--- src/hdl/srsw_pkg.sv ---
`timescale 1ns / 1ps

package srsw_pkg;

    localparam int WINDOW      = 8;
    localparam int IDX_W       = $clog2(WINDOW);
    localparam int CNT_W       = $clog2(WINDOW + 1);
    localparam int MAX_PAYLOAD = 512;

    localparam int CMD_W  = 2;
    localparam int SEQ_W  = 16;
    localparam int LEN_W  = 10;
    localparam int KIND_W = 3;
    localparam int MOD_W  = 17;
    localparam int TMR_W  = 16;

    localparam int CFG_ADDR_W = 4;
    localparam int CFG_DATA_W = 32;

    localparam logic [MOD_W-1:0] MOD_MIN   = MOD_W'(2);
    localparam logic [MOD_W-1:0] MOD_MAX   = MOD_W'(65536);
    localparam logic [MOD_W-1:0] MOD_RESET = MOD_W'(25601);
    localparam logic [TMR_W-1:0] TMR_RESET = TMR_W'(500);
    localparam logic [LEN_W-1:0] LEN_MAX   = LEN_W'(MAX_PAYLOAD);

    typedef enum logic [CMD_W-1:0] {
        CMD_TICK  = 2'd0,
        CMD_ACK   = 2'd1,
        CMD_OFFER = 2'd2
    } cmd_t;

    typedef enum logic [KIND_W-1:0] {
        KIND_SENT     = 3'd0,
        KIND_REFUSED  = 3'd1,
        KIND_RETRANS  = 3'd2,
        KIND_ACKED    = 3'd3,
        KIND_IGNORED  = 3'd4,
        KIND_STEP_END = 3'd5
    } kind_t;

    typedef enum logic [1:0] {
        REG_MODULUS = 2'd0,
        REG_TIMEOUT = 2'd1,
        REG_START   = 2'd2
    } reg_idx_t;

    typedef struct packed {
        logic             start;
        logic [MOD_W-1:0] dividend;
        logic [MOD_W-1:0] divisor;
    } srsw_mod_req_t;

    typedef struct packed {
        logic             done;
        logic [SEQ_W-1:0] remainder;
    } srsw_mod_rsp_t;

    // Ring successor of a slot index.
    function automatic logic [IDX_W-1:0] srsw_inc_idx(input logic [IDX_W-1:0] idx);
        logic [IDX_W-1:0] res;
        if (idx == IDX_W'(WINDOW - 1))
            res = '0;
        else
            res = idx + IDX_W'(1);
        return res;
    endfunction

endpackage

--- src/hdl/srsw_ifs.sv ---
`timescale 1ns / 1ps

interface srsw_item_if import srsw_pkg::*; ();
    logic             valid;
    logic             ready;
    logic [CMD_W-1:0] command;
    logic [SEQ_W-1:0] ack_number;
    logic [LEN_W-1:0] seg_length;

    modport source (output valid, command, ack_number, seg_length, input ready);
    modport sink   (input valid, command, ack_number, seg_length, output ready);
endinterface

interface srsw_result_if import srsw_pkg::*; ();
    logic              valid;
    logic              ready;
    logic [KIND_W-1:0] kind;
    logic [SEQ_W-1:0]  seq_number;
    logic [LEN_W-1:0]  out_length;
    logic [IDX_W-1:0]  slot;
    logic [CNT_W-1:0]  in_flight;
    logic              all_done;
    logic              last;

    modport source (output valid, kind, seq_number, out_length, slot, in_flight, all_done,
                    last, input ready);
    modport sink   (input valid, kind, seq_number, out_length, slot, in_flight, all_done,
                    last, output ready);
endinterface

--- src/hdl/srsw_mod.sv ---
`timescale 1ns / 1ps

module srsw_mod import srsw_pkg::*; (
    input  logic          clk,
    input  logic          rst_n,
    input  srsw_mod_req_t req,
    output srsw_mod_rsp_t rsp
);

    typedef enum logic {
        ST_IDLE,
        ST_RUN
    } state_t;

    localparam int STEP_W = $clog2(MOD_W + 1);

    state_t              state_reg;
    logic [STEP_W-1:0]   step_reg;
    logic [MOD_W-1:0]    dvd_reg;
    logic [MOD_W-1:0]    acc_reg;
    logic [MOD_W-1:0]    dsr_reg;
    logic                done_reg;

    logic [MOD_W:0]      trial;
    logic                fits;
    logic [MOD_W-1:0]    acc_next;

    // One restoring step: shift in the next dividend bit, subtract if it fits.
    always_comb
    begin
        trial    = {acc_reg, dvd_reg[MOD_W-1]};
        fits     = (trial >= {1'b0, dsr_reg});
        acc_next = fits ? MOD_W'(trial - {1'b0, dsr_reg}) : trial[MOD_W-1:0];
    end

    always_ff @(posedge clk or negedge rst_n)
    begin
        if (!rst_n)
        begin
            state_reg <= ST_IDLE;
            done_reg  <= 1'b0;
            step_reg  <= '0;
        end
        else
        begin
            done_reg <= 1'b0;
            unique case (state_reg)
                ST_IDLE:
                begin
                    if (req.start)
                    begin
                        dsr_reg <= req.divisor;
                        if (req.dividend < req.divisor)
                        begin
                            acc_reg  <= req.dividend;
                            done_reg <= 1'b1;
                        end
                        else if ({1'b0, req.dividend} < {req.divisor, 1'b0})
                        begin
                            acc_reg  <= req.dividend - req.divisor;
                            done_reg <= 1'b1;
                        end
                        else
                        begin
                            acc_reg   <= '0;
                            dvd_reg   <= req.dividend;
                            step_reg  <= STEP_W'(MOD_W);
                            state_reg <= ST_RUN;
                        end
                    end
                end
                ST_RUN:
                begin
                    acc_reg  <= acc_next;
                    dvd_reg  <= {dvd_reg[MOD_W-2:0], 1'b0};
                    step_reg <= step_reg - STEP_W'(1);
                    if (step_reg == STEP_W'(1))
                    begin
                        done_reg  <= 1'b1;
                        state_reg <= ST_IDLE;
                    end
                end
                default:
                begin
                    state_reg <= ST_IDLE;
                end
            endcase
        end
    end

    assign rsp.done      = done_reg;
    assign rsp.remainder = acc_reg[SEQ_W-1:0];

endmodule

--- src/hdl/selective_repeat_sender_window.sv ---
`timescale 1ns / 1ps
// Per item: a tick walks the occupied slots from base; an ACK searches the slots in index order
// and, on a match, frees acked slots from base; an offer is ignored after end of data, marks end
// of data with a zero length, is refused or is sent. Every item ends with a step end beat. The
// shared remainder unit answers directly when the dividend is below twice the modulus, else it runs its restoring loop.
// Throughput: one item at a time; item ready drops from accept until the step end beat is loaded.
// Reset (rst_n, async, active low): window empty, config at defaults, next seq = 0.
module selective_repeat_sender_window import srsw_pkg::*; (
    input  logic                  clk,
    input  logic                  rst_n,
    srsw_item_if.sink             item,
    srsw_result_if.source         result,
    input  logic                  psel,
    input  logic                  penable,
    input  logic                  pwrite,
    input  logic [CFG_ADDR_W-1:0] paddr,
    input  logic [CFG_DATA_W-1:0] pwdata,
    output logic [CFG_DATA_W-1:0] prdata,
    output logic                  pready
);

    typedef enum logic [3:0] {
        ST_IDLE,
        ST_T_SCAN,
        ST_A_PICK,
        ST_A_WAIT,
        ST_A_SLIDE,
        ST_A_EMIT,
        ST_A_MISS,
        ST_O_MOD1,
        ST_O_DECIDE,
        ST_O_MOD2,
        ST_O_EMIT,
        ST_END
    } state_t;

    // Configuration registers
    logic [MOD_W-1:0] seq_modulus_reg;
    logic [TMR_W-1:0] timeout_ticks_reg;
    logic [SEQ_W-1:0] start_seq_reg;

    // Window slots: payload arrays without reset, valid/acked flags reset
    logic [SEQ_W-1:0] slot_seq_reg   [WINDOW];
    logic [LEN_W-1:0] slot_len_reg   [WINDOW];
    logic [TMR_W-1:0] slot_timer_reg [WINDOW];
    logic [WINDOW-1:0] slot_valid_reg;
    logic [WINDOW-1:0] slot_acked_reg;

    logic [IDX_W-1:0] base_index_reg;
    logic [IDX_W-1:0] next_index_reg;
    logic [CNT_W-1:0] occupied_reg;
    logic [SEQ_W-1:0] next_seq_reg;
    logic             end_seen_reg;

    // Sequencer
    state_t           state_reg;
    logic [IDX_W-1:0] ptr_reg;
    logic [CNT_W-1:0] walk_reg;
    logic [SEQ_W-1:0] ack_reg;
    logic [LEN_W-1:0] len_reg;
    logic [SEQ_W-1:0] seq_reg;

    // Shared remainder unit request
    logic             mod_start_reg;
    logic [MOD_W-1:0] mod_dividend_reg;
    srsw_mod_req_t    mod_req;
    srsw_mod_rsp_t    mod_rsp;

    // Result register
    logic              res_valid_reg;
    logic [KIND_W-1:0] res_kind_reg;
    logic [SEQ_W-1:0]  res_seq_reg;
    logic [LEN_W-1:0]  res_len_reg;
    logic [IDX_W-1:0]  res_slot_reg;
    logic [CNT_W-1:0]  res_flight_reg;
    logic              res_done_reg;
    logic              res_last_reg;

    logic [MOD_W-1:0] eff_modulus;
    logic [TMR_W-1:0] eff_timeout;
    logic             out_free;
    logic             cfg_write;
    logic [LEN_W-1:0] len_sat;
    logic             all_done_now;
    logic [SEQ_W-1:0] ptr_seq;
    logic [LEN_W-1:0] ptr_len;
    logic [TMR_W-1:0] ptr_timer;

    // Clamp the modulus into 2..65536; a zero timeout acts as one tick.
    always_comb
    begin
        if (seq_modulus_reg < MOD_MIN)
            eff_modulus = MOD_MIN;
        else if (seq_modulus_reg > MOD_MAX)
            eff_modulus = MOD_MAX;
        else
            eff_modulus = seq_modulus_reg;
        eff_timeout = (timeout_ticks_reg == '0) ? TMR_W'(1) : timeout_ticks_reg;
    end

    assign out_free     = !res_valid_reg || result.ready;
    assign cfg_write    = psel && penable && pwrite;
    assign len_sat      = (item.seg_length > LEN_MAX) ? LEN_MAX : item.seg_length;
    assign all_done_now = end_seen_reg && (occupied_reg == '0);

    // Single read port on the slot arrays, steered by the sequencer pointer
    assign ptr_seq   = slot_seq_reg[ptr_reg];
    assign ptr_len   = slot_len_reg[ptr_reg];
    assign ptr_timer = slot_timer_reg[ptr_reg];

    assign mod_req.start    = mod_start_reg;
    assign mod_req.dividend = mod_dividend_reg;
    assign mod_req.divisor  = eff_modulus;

    srsw_mod u_mod (
        .clk   (clk),
        .rst_n (rst_n),
        .req   (mod_req),
        .rsp   (mod_rsp)
    );

    always_ff @(posedge clk or negedge rst_n)
    begin
        if (!rst_n)
        begin
            state_reg         <= ST_IDLE;
            seq_modulus_reg   <= MOD_RESET;
            timeout_ticks_reg <= TMR_RESET;
            start_seq_reg     <= '0;
            slot_valid_reg    <= '0;
            slot_acked_reg    <= '0;
            base_index_reg    <= '0;
            next_index_reg    <= '0;
            occupied_reg      <= '0;
            next_seq_reg      <= '0;
            end_seen_reg      <= 1'b0;
            mod_start_reg     <= 1'b0;
            res_valid_reg     <= 1'b0;
            ptr_reg           <= '0;
            walk_reg          <= '0;
        end
        else
        begin
            mod_start_reg <= 1'b0;
            // Drop the result beat once the sink takes it; an emit below reloads it.
            if (res_valid_reg && result.ready)
                res_valid_reg <= 1'b0;

            unique case (state_reg)
                ST_IDLE:
                begin
                    if (item.valid)
                    begin
                        ack_reg <= item.ack_number;
                        len_reg <= len_sat;
                        unique case (item.command)
                            CMD_TICK:
                            begin
                                ptr_reg  <= base_index_reg;
                                walk_reg <= '0;
                                state_reg <= (occupied_reg == '0) ? ST_END : ST_T_SCAN;
                            end
                            CMD_ACK:
                            begin
                                ptr_reg   <= '0;
                                state_reg <= ST_A_PICK;
                            end
                            CMD_OFFER:
                            begin
                                if (item.seg_length == '0)
                                begin
                                    end_seen_reg <= 1'b1;
                                    state_reg    <= ST_END;
                                end
                                else if (end_seen_reg)
                                begin
                                    state_reg <= ST_END;
                                end
                                else
                                begin
                                    // Reduce next seq, which may still hold a raw start value
                                    mod_start_reg    <= 1'b1;
                                    mod_dividend_reg <= {1'b0, next_seq_reg};
                                    state_reg        <= ST_O_MOD1;
                                end
                            end
                            default:
                            begin
                                state_reg <= ST_END;
                            end
                        endcase
                    end
                end

                // Walk the window from base, one slot a cycle; hold while a
                // retransmit beat cannot be placed.
                ST_T_SCAN:
                begin
                    if (slot_valid_reg[ptr_reg] && !slot_acked_reg[ptr_reg]
                        && ptr_timer <= TMR_W'(1))
                    begin
                        if (out_free)
                        begin
                            slot_timer_reg[ptr_reg] <= eff_timeout;
                            res_valid_reg  <= 1'b1;
                            res_kind_reg   <= KIND_RETRANS;
                            res_seq_reg    <= ptr_seq;
                            res_len_reg    <= ptr_len;
                            res_slot_reg   <= ptr_reg;
                            res_flight_reg <= occupied_reg;
                            res_done_reg   <= all_done_now;
                            res_last_reg   <= 1'b0;
                            ptr_reg        <= srsw_inc_idx(ptr_reg);
                            walk_reg       <= walk_reg + CNT_W'(1);
                            if (walk_reg + CNT_W'(1) == occupied_reg)
                                state_reg <= ST_END;
                        end
                    end
                    else
                    begin
                        if (slot_valid_reg[ptr_reg] && !slot_acked_reg[ptr_reg])
                            slot_timer_reg[ptr_reg] <= ptr_timer - TMR_W'(1);
                        ptr_reg  <= srsw_inc_idx(ptr_reg);
                        walk_reg <= walk_reg + CNT_W'(1);
                        if (walk_reg + CNT_W'(1) == occupied_reg)
                            state_reg <= ST_END;
                    end
                end

                // Search slots in index order for the first end-of-segment match.
                ST_A_PICK:
                begin
                    if (slot_valid_reg[ptr_reg])
                    begin
                        mod_start_reg    <= 1'b1;
                        mod_dividend_reg <= MOD_W'(ptr_seq) + MOD_W'(ptr_len);
                        state_reg        <= ST_A_WAIT;
                    end
                    else if (ptr_reg == IDX_W'(WINDOW - 1))
                    begin
                        state_reg <= ST_A_MISS;
                    end
                    else
                    begin
                        ptr_reg <= ptr_reg + IDX_W'(1);
                    end
                end

                ST_A_WAIT:
                begin
                    if (mod_rsp.done)
                    begin
                        if (mod_rsp.remainder == ack_reg)
                        begin
                            slot_acked_reg[ptr_reg] <= 1'b1;
                            state_reg               <= ST_A_SLIDE;
                        end
                        else if (ptr_reg == IDX_W'(WINDOW - 1))
                        begin
                            state_reg <= ST_A_MISS;
                        end
                        else
                        begin
                            ptr_reg   <= ptr_reg + IDX_W'(1);
                            state_reg <= ST_A_PICK;
                        end
                    end
                end

                // Advance base over acked slots, freeing each one.
                ST_A_SLIDE:
                begin
                    if (slot_valid_reg[base_index_reg] && slot_acked_reg[base_index_reg])
                    begin
                        slot_valid_reg[base_index_reg] <= 1'b0;
                        slot_acked_reg[base_index_reg] <= 1'b0;
                        base_index_reg <= srsw_inc_idx(base_index_reg);
                        if (occupied_reg != '0)
                            occupied_reg <= occupied_reg - CNT_W'(1);
                    end
                    else
                    begin
                        state_reg <= ST_A_EMIT;
                    end
                end

                ST_A_EMIT:
                begin
                    if (out_free)
                    begin
                        res_valid_reg  <= 1'b1;
                        res_kind_reg   <= KIND_ACKED;
                        res_seq_reg    <= ptr_seq;
                        res_len_reg    <= ptr_len;
                        res_slot_reg   <= ptr_reg;
                        res_flight_reg <= occupied_reg;
                        res_done_reg   <= all_done_now;
                        res_last_reg   <= 1'b0;
                        state_reg      <= ST_END;
                    end
                end

                ST_A_MISS:
                begin
                    if (out_free)
                    begin
                        res_valid_reg  <= 1'b1;
                        res_kind_reg   <= KIND_IGNORED;
                        res_seq_reg    <= '0;
                        res_len_reg    <= '0;
                        res_slot_reg   <= '0;
                        res_flight_reg <= occupied_reg;
                        res_done_reg   <= all_done_now;
                        res_last_reg   <= 1'b0;
                        state_reg      <= ST_END;
                    end
                end

                ST_O_MOD1:
                begin
                    if (mod_rsp.done)
                    begin
                        seq_reg   <= mod_rsp.remainder;
                        state_reg <= ST_O_DECIDE;
                    end
                end

                ST_O_DECIDE:
                begin
                    if (occupied_reg >= CNT_W'(WINDOW))
                    begin
                        if (out_free)
                        begin
                            res_valid_reg  <= 1'b1;
                            res_kind_reg   <= KIND_REFUSED;
                            res_seq_reg    <= seq_reg;
                            res_len_reg    <= len_reg;
                            res_slot_reg   <= next_index_reg;
                            res_flight_reg <= occupied_reg;
                            res_done_reg   <= all_done_now;
                            res_last_reg   <= 1'b0;
                            state_reg      <= ST_END;
                        end
                    end
                    else
                    begin
                        slot_seq_reg[next_index_reg]   <= seq_reg;
                        slot_len_reg[next_index_reg]   <= len_reg;
                        slot_timer_reg[next_index_reg] <= eff_timeout;
                        slot_valid_reg[next_index_reg] <= 1'b1;
                        slot_acked_reg[next_index_reg] <= 1'b0;
                        ptr_reg          <= next_index_reg;
                        next_index_reg   <= srsw_inc_idx(next_index_reg);
                        occupied_reg     <= occupied_reg + CNT_W'(1);
                        mod_start_reg    <= 1'b1;
                        mod_dividend_reg <= MOD_W'(seq_reg) + MOD_W'(len_reg);
                        state_reg        <= ST_O_MOD2;
                    end
                end

                ST_O_MOD2:
                begin
                    if (mod_rsp.done)
                    begin
                        next_seq_reg <= mod_rsp.remainder;
                        state_reg    <= ST_O_EMIT;
                    end
                end

                ST_O_EMIT:
                begin
                    if (out_free)
                    begin
                        res_valid_reg  <= 1'b1;
                        res_kind_reg   <= KIND_SENT;
                        res_seq_reg    <= seq_reg;
                        res_len_reg    <= len_reg;
                        res_slot_reg   <= ptr_reg;
                        res_flight_reg <= occupied_reg;
                        res_done_reg   <= all_done_now;
                        res_last_reg   <= 1'b0;
                        state_reg      <= ST_END;
                    end
                end

                ST_END:
                begin
                    if (out_free)
                    begin
                        res_valid_reg  <= 1'b1;
                        res_kind_reg   <= KIND_STEP_END;
                        res_seq_reg    <= '0;
                        res_len_reg    <= '0;
                        res_slot_reg   <= '0;
                        res_flight_reg <= occupied_reg;
                        res_done_reg   <= all_done_now;
                        res_last_reg   <= 1'b1;
                        state_reg      <= ST_IDLE;
                    end
                end

                default:
                begin
                    state_reg <= ST_IDLE;
                end
            endcase

            // Register writes; a start write also reloads the next sequence number.
            if (cfg_write)
            begin
                unique case (paddr[3:2])
                    REG_MODULUS: seq_modulus_reg   <= pwdata[MOD_W-1:0];
                    REG_TIMEOUT: timeout_ticks_reg <= pwdata[TMR_W-1:0];
                    REG_START:
                    begin
                        start_seq_reg <= pwdata[SEQ_W-1:0];
                        next_seq_reg  <= pwdata[SEQ_W-1:0];
                    end
                    default:
                    begin
                    end
                endcase
            end
        end
    end

    // Register readback
    always_comb
    begin
        unique case (paddr[3:2])
            REG_MODULUS: prdata = CFG_DATA_W'(seq_modulus_reg);
            REG_TIMEOUT: prdata = CFG_DATA_W'(timeout_ticks_reg);
            REG_START:   prdata = CFG_DATA_W'(start_seq_reg);
            default:     prdata = '0;
        endcase
    end

    assign pready = 1'b1;

    assign item.ready = (state_reg == ST_IDLE);

    assign result.valid      = res_valid_reg;
    assign result.kind       = res_kind_reg;
    assign result.seq_number = res_seq_reg;
    assign result.out_length = res_len_reg;
    assign result.slot       = res_slot_reg;
    assign result.in_flight  = res_flight_reg;
    assign result.all_done   = res_done_reg;
    assign result.last       = res_last_reg;

endmodule

--- src/flat_wrapper.sv ---
// flat-port wrapper written by rule: the top's interface ports become plain ports
module selective_repeat_sender_window_flat import srsw_pkg::*;
  (clk, rst_n, psel, penable, pwrite, paddr, pwdata, prdata, pready, item_valid, item_command, item_ack_number, item_seg_length, item_ready, result_valid, result_kind, result_seq_number, result_out_length, result_slot, result_in_flight, result_all_done, result_last, result_ready);
  srsw_item_if item_i ();
  srsw_result_if result_i ();
  input  logic clk;
  input  logic rst_n;
  input  logic psel;
  input  logic penable;
  input  logic pwrite;
  input  logic [CFG_ADDR_W-1:0] paddr;
  input  logic [CFG_DATA_W-1:0] pwdata;
  output logic [CFG_DATA_W-1:0] prdata;
  output logic pready;
  input wire logic [$bits(item_i.valid)-1:0] item_valid;
  input wire logic [$bits(item_i.command)-1:0] item_command;
  input wire logic [$bits(item_i.ack_number)-1:0] item_ack_number;
  input wire logic [$bits(item_i.seg_length)-1:0] item_seg_length;
  output wire logic [$bits(item_i.ready)-1:0] item_ready;
  output wire logic [$bits(result_i.valid)-1:0] result_valid;
  output wire logic [$bits(result_i.kind)-1:0] result_kind;
  output wire logic [$bits(result_i.seq_number)-1:0] result_seq_number;
  output wire logic [$bits(result_i.out_length)-1:0] result_out_length;
  output wire logic [$bits(result_i.slot)-1:0] result_slot;
  output wire logic [$bits(result_i.in_flight)-1:0] result_in_flight;
  output wire logic [$bits(result_i.all_done)-1:0] result_all_done;
  output wire logic [$bits(result_i.last)-1:0] result_last;
  input wire logic [$bits(result_i.ready)-1:0] result_ready;
  assign item_i.valid = item_valid;
  assign item_i.command = item_command;
  assign item_i.ack_number = item_ack_number;
  assign item_i.seg_length = item_seg_length;
  assign item_ready = item_i.ready;
  assign result_valid = result_i.valid;
  assign result_kind = result_i.kind;
  assign result_seq_number = result_i.seq_number;
  assign result_out_length = result_i.out_length;
  assign result_slot = result_i.slot;
  assign result_in_flight = result_i.in_flight;
  assign result_all_done = result_i.all_done;
  assign result_last = result_i.last;
  assign result_i.ready = result_ready;
  selective_repeat_sender_window u_core (.clk(clk), .rst_n(rst_n), .item(item_i), .result(result_i), .psel(psel), .penable(penable), .pwrite(pwrite), .paddr(paddr), .pwdata(pwdata), .prdata(prdata), .pready(pready));
endmodule
--- config.mk ---
export PLATFORM = sky130hd
export DESIGN_NAME = selective_repeat_sender_window_flat
export DESIGN_NICKNAME = d
export VERILOG_FILES = /design/src/hdl/srsw_pkg.sv /design/src/hdl/srsw_ifs.sv /design/src/hdl/srsw_mod.sv /design/src/hdl/selective_repeat_sender_window.sv /design/src/flat_wrapper.sv
export SDC_FILE = /design/constraint.sdc
export NUM_CORES = 1
export LEC_CHECK = 0
export ABC_AREA = 1
export ABC_CLOCK_PERIOD_IN_PS = 6000
export BUFFER_PORTS_ARGS = -buffer_cell sky130_fd_sc_hd__buf_4
export CORE_ASPECT_RATIO = 1.75
export CORE_UTILIZATION = 60
export DETAILED_ROUTE_END_ITERATION = 16
export PLACE_DENSITY = 0.78
export SYNTH_ARGS = -nofsm -noshare
export SYNTH_HDL_FRONTEND = slang
export SYNTH_HIERARCHICAL = 1
export SYNTH_SLANG_ARGS = --single-unit
--- constraint.sdc ---
create_clock -name clk -period 6 [get_ports clk]
set_input_delay 0 -clock clk [delete_from_list [all_inputs] [get_ports clk]]
set_output_delay 0 -clock clk [all_outputs]
set_load 0.05 [all_outputs]
# Word-level counts from Yosys, hierarchy flattened
# Memory sizes are Yosys's and may differ from the RTL's.
# Cells that the tools add are included.
dict set report word_totals {
  output_inout_bits 73
  ff_bits 260
  inputBits 71
  elab_cells 352
  ram_bits 336
  mem_count 3
}
dict set report classes {
  n_addsub 12
  n_bitwise 10
  order_cmp 14
  eq_ne 52
  n_reduce_logical 62
  n_mux 167
}
# name depth width rd rd_clocked_by_memory_dff wr line
set memory_table {}
lappend memory_table {u_core.slot_seq_reg 8 16 1 0 1 selective_repeat_sender_window.sv:43} ;# logic [SEQ_W-1:0] slot_seq_reg [WINDOW];
lappend memory_table {u_core.slot_timer_reg 8 16 1 0 1 selective_repeat_sender_window.sv:45} ;# logic [TMR_W-1:0] slot_timer_reg [WINDOW];
lappend memory_table {u_core.slot_len_reg 8 10 1 0 1 selective_repeat_sender_window.sv:44} ;# logic [LEN_W-1:0] slot_len_reg [WINDOW];
# operator n
set op_table {}
lappend op_table {{2-to-1 mux 17 bit} 15}
lappend op_table {{2-to-1 mux 16 bit} 12}
lappend op_table {{2-to-1 mux 4 bit} 27}
lappend op_table {{one-hot mux 17 bit (3 select lines)} 2}
lappend op_table {{one-hot mux 16 bit (5 select lines)} 1}
lappend op_table {{2-to-1 mux 3 bit} 25}
lappend op_table {{one-hot mux 17 bit (2 select lines)} 2}
lappend op_table {{2-to-1 mux 10 bit} 5}
lappend op_table {{one-hot mux 10 bit (5 select lines)} 1}
lappend op_table {{2-to-1 mux 8 bit} 6}
lappend op_table {{2-to-1 mux 1 bit} 43}
lappend op_table {{one-hot mux 4 bit (10 select lines)} 1}
lappend op_table {{adder 16 x 10 -> 17 bit} 2}
lappend op_table {{subtractor 17 bit} 2}
lappend op_table {{inequality test 2 x 1 -> 1 bit, second input constant} 16}
lappend op_table {{bitwise AND 8 bit} 3}
lappend op_table {{inequality test 2 bit, second input constant} 12}
lappend op_table {{one-hot mux 4 bit (3 select lines)} 2}
lappend op_table {{one-hot mux 8 bit (3 select lines)} 1}
lappend op_table {{AND reduction 8 bit} 3}
lappend op_table {{AND reduction 4 bit} 5}
lappend op_table {{>= comparator 18 x 17 -> 1 bit} 1}
lappend op_table {{less-than comparator 17 x 18 -> 1 bit} 1}
lappend op_table {{one-hot mux 3 bit (6 select lines)} 1}
lappend op_table {{other kinds (62)} 128}

# Logic depth before layout (Yosys ltp)
dict set report logic_depth {
  word_depth 11
  mapped_depth 23
  mapped_depth_nobuf 22
}

# Cells and area by module
# The synthesis kept the hierarchy.
# module seq_area_each_um2 cells_each area_per_inst_um2 n_inst
set modules_own_cells {}
lappend modules_own_cells {selective_repeat_sender_window 15642.5 2339 24492.2 1}
lappend modules_own_cells {srsw_mod 1706.6 857 5631.7 1}

# Worst setup path after synthesis
# Ideal clock, no wire load.
dict set report synth_path {
  path_type {register -> register}
  from {register u_core.ptr_reg[0]}
  to {register u_core.res_len_reg[0] (netlist: u_core/result.out_length[0]) (enable)}
  t_arrival_ns 4.098
  setup_slack_ns 1.460
  required_ns 5.558
  path_buffers 4
  setup_time_ns 0.442
  synth_period_minus_slack_ns 4.540
  stages_incl_launch_ff 21
  cell_sequence {dfrtp_1 > buf_6 > buf_6 > buf_6 > nand3_1 > inv_2 > buf_2 > nand2_1 > nand2_1 > nor2_1 > nand3_1 > inv_2 > ha_1 > nor2_1 > nor2_1 > nand2_1 > nor2_2 > nand3_2 > nor2_4 > o21ai_0 > nor3_1}
}
dict set report synth_between {
  elab_chain_cells 7
  word_cells_on_any_way 11
  classes_between {order compare: 1; eq/ne: 1; mux: 4; reduce/logical: 4; memory: 1}
}
# item line
set synth_rtl {}
lappend synth_rtl {{start, declared} selective_repeat_sender_window.sv:57} ;# logic [IDX_W-1:0] ptr_reg;
lappend synth_rtl {{start signal, assigned} selective_repeat_sender_window.sv:159} ;# ptr_reg <= base_index_reg;
lappend synth_rtl {{start signal, assigned} selective_repeat_sender_window.sv:213} ;# ptr_reg <= srsw_inc_idx(ptr_reg);
lappend synth_rtl {{start signal, assigned} selective_repeat_sender_window.sv:223} ;# ptr_reg <= srsw_inc_idx(ptr_reg);
lappend synth_rtl {{parallel branches: the longest is 4 deep, another holds memory read (8 x 16 bit)} n/a}
lappend synth_rtl {{logical AND 1 bit (*)} selective_repeat_sender_window.sv:200} ;# && ptr_timer <= TMR_W'(1))
lappend synth_rtl {{inequality test 2 x 1 -> 1 bit (no line) (*)} n/a}
lappend synth_rtl {{AND reduction 5 bit (no line) (*)} n/a}
lappend synth_rtl {{end signal, assigned} selective_repeat_sender_window.sv:208} ;# res_len_reg <= ptr_len;
lappend synth_rtl {{end signal, assigned} selective_repeat_sender_window.sv:294} ;# res_len_reg <= ptr_len;
lappend synth_rtl {{end signal, assigned} selective_repeat_sender_window.sv:337} ;# res_len_reg <= len_reg;
lappend synth_rtl {{end, declared} selective_repeat_sender_window.sv:73} ;# logic [LEN_W-1:0] res_len_reg;
# Every way passes the cells marked *. The select of a mux whose other input is x is not followed.
# A chain may end at the register's enable or synchronous reset.

# Worst setup path after layout
dict set report layout_path {
  from {register u_core.ptr_reg[0]}
  to {memory u_core.slot_timer_reg[2][3] (data pin)}
}
dict set report layout_between {
  elab_chain_cells 11
  word_cells_on_any_way 17
  classes_between {add/sub: 1; order compare: 1; mux: 10; reduce/logical: 4; memory: 1}
}
# item line
set layout_rtl {}
lappend layout_rtl {{parallel branches: the longest is 9 deep, another holds memory read (8 x 16 bit)} n/a}
lappend layout_rtl {{2-to-1 mux 16 bit (no line) (*) (2 in a row)} n/a}
lappend layout_rtl {{end, declared} selective_repeat_sender_window.sv:45}
# Marks and branches as above.

==> results.py <==
metrics = {
    "timing": {
        "finalHoldViolations": 0,
        "fin_ws_ps": 1470,
        "finalSetupViolations": 0,
        "slew_headroom": 0.141,
        "finalSetupTns_ps": 0,
        "slew_viol_final": 0,
        "rsz0062_at_grt": "false",
        "max_freq_mhz": 221,
        "fin_hold_ws_ps": 69.0,
        "finClkSkew_ps": 29.6,
        "tightestPinTransition_ps": 1280,
        "min_period_ps": 4530,
        "period_share": 0.755,
    },
    "yosys": {
        "synth-seq-cells": 596,
        "ys_async_sr_fraction": 0.188,
        "syn_inst": 3196,
        "synthFlopType": "edfxtp_1",
        "yosysSeqAreaShare": 0.576,
        "syn-cell-area_um2": 30100,
        "synth_edf_count": 484,
        "yosys_warnings": 6,
        "synth_cell_types": 53,
        "syn_area_per_cell_um2": 9.43,
    },
    "pwr": {
        "max-vdd-ir-drop_v": 0.000347,
        "p_leak_nw": 14.2,
        "pwr-share-seq": 0.344,
        "switching_share": 0.439,
        "powerDensity_nw_per_um2": 497,
        "clkPwrFrac": 0.204,
        "power.share.combinational": 0.452,
        "intPower_mw": 9.38,
        "p_switching_mw": 7.36,
        "finalPower_mw": 16.7,
    },
    "detailed_routing": {
        "routed-via-count": 24244,
        "ant_nets": 0,
        "drc_errors": 0,
        "dr.first_iter.drc_count": 2710,
        "vias_per_cell": 6.00,
        "wire_per_inst_um": 22.4,
        "dr.pass1.iters": 6,
        "drt_wl_total_um": 90500,
    },
    "worst_setup_path": {
        "worstSetupStartpointType": "register",
        "cp_data_arrival_time_ps": 4800,
        "r2r_slack_ps": 1470,
        "critical_path.max_fanout": 69,
        "end_kind": "register",
        "critical_path_class": "register to register",
        "cp.required_ps": 6270,
        "reg2reg_from": "u_core/ptr_reg[0]",
        "crit_start": "u_core/ptr_reg[0]",
    },
    "die": {
        "rows": 108,
        "die_area_um2": 51100,
        "core_um2": 49600,
        "die_y_um": 298,
        "io_pins": 144,
        "start_util": 0.607,
        "die_w_um": 171,
    },
    "cts": {
        "htreeDepth": 2,
        "clock_latency_ps": 610,
        "numCtsBuffers": 54,
        "clock-root-buffer": "clkbuf_16",
        "clk_pin_slew_ps": 70,
        "cts_sinks": 596,
        "clock_path_buffers": 3,
        "tritoncts": "done",
    },
    "cells_and_area": {
        "diodes": 0,
        "final_common_cell": "nand2_1",
        "nets": 3498,
        "syn_to_final_growth_pct": 11.8,
        "drive_gt1_frac": 0.0976,
        "layout_common_cells": "967 x nand2_1, 484 x edfxtp_1, 352 x inv_1",
        "fin_util": 0.679,
    },
    "grt": {
        "grt.overflow.total": 0,
        "antenna_found_initial": 1,
        "grt_usage": 0.360,
        "grt_pass1_wl_um": 136000,
        "grt_pass1_vias": 24080,
        "grt_start_max_net_pins": 74,
    },
    "place": {
        "port_buffers": 110,
        "gp_congestion": 1.00,
        "place_ws_ps": 1520,
        "place_hpwl_um": 62600,
    },
    "flow_run": {
        "cap_violations": 0,
    },
    "status": {
        "status": "finished, final reports clean",
    },
    "worst_hold_path": {
        "hold_path_class": "primary input to asynchronous set/reset pin",
    },
}
power groups by stage:
stage / clock network, mW / registers (mW) / logic [mW]
detailed placement: 0 / 5.82 / 7.30
global route: 3.60 / 5.80 / 8.22
finish: 3.41 / 5.76 / 7.56
floorplan: 0 / 5.96 / 4.90
CTS: 3.45 / 5.74 / 7.38
global placement: 0 / 5.80 / 7.12
worst paths after layout:
kind | endpoint | cells after the start
min in group clk | u_core/state_reg[2] | 7
max | u_core/slot_timer_reg[2][3] | 16
min reg2reg | u_core/u_mod/step_reg[1] | 2
max reg2reg | u_core/slot_timer_reg[2][3] | 16
min | u_core/next_seq_reg[4] | 3
max in group asynchronous | u_core/timeout_ticks_reg[15] | 4
critical path, cell delays in order (launching register included):
cell	delay, ps
dfrtp_2	390
buf_4	610
nand3_1	420
inv_2	650
nand2_1	120
nand2_1	100
nor2_1	50
nand3_1	90
inv_2	70
ha_1	230
nor2_1	90
nor2_1	50
nand2_1	70
nor2_2	50
nand3_2	140
nand2_2	250
o21ai_0	770
logic make-up (layout without fill, tap and decap cells):
group,Yosys count,after routing,share of synthesized area
xor+xnor,54,54,0.0157
simple gates,1486,1486,0.205
flops,596,596,0.576
buf+inv,502,672,0.0718
compound gates,465,465,0.0927
fa+ha+maj,91,91,0.0390
other cells,2,16,0.000249
area by class of cell:
class	count	area, um2
Sequential cell	596	17400
Fill cell	3785	15900
Inverter	373	1410
Timing Repair Buffer	199	1620
Clock buffer	69	1530
Multi-Input combinational cell	2112	10700
Clock inverter	31	223
Tap cell	660	826
metrics by stage:
stage	cells	cell area (um2)
floorplan	3210	30200
CTS	4040	33700
finish	4040	33700
detailed placement	3890	31400
global placement	3890	31400
global route	4040	33700
layer usage:
layer  global-route usage  up-vias  routed length [um]
li1                     -    11018                   -
met1                0.392    11455               29600
met2                0.617     1362               45400
met3               0.0520      409                7150
met4                0.292        0                8430
met5                    0        -                   0
synth_stat cells (all sizes together) (10+ instances only):
| cell | number | area (um2) |
|---|---|---|
| o21ai | 205 | 1030 |
| nor3 | 31 | 170 |
| o22ai | 24 | 150 |
| dfstp | 10 | 263 |
| dfrtp | 102 | 2550 |
| a22oi | 21 | 158 |
| ha | 86 | 1080 |
| inv | 369 | 1400 |
| nand3 | 137 | 731 |
| edfxtp | 484 | 14500 |
| a21oi | 104 | 521 |
| xnor2 | 34 | 298 |
| a221oi | 24 | 210 |
| o221ai | 21 | 184 |
| xor2 | 20 | 175 |
| nor2 | 253 | 997 |
| buf | 83 | 581 |
| a22o | 27 | 236 |
| nand4 | 51 | 325 |
| nand2 | 979 | 3710 |
| clkbuf | 46 | 173 |
repair_timing:
item                      in CTS  in global routing
setup buffers                  0                  0
gates resized for setup        0                  0
hold buffers                  50                  0
hold endpoints to repair     135                  0
Power figures use the tool's default switching activity.
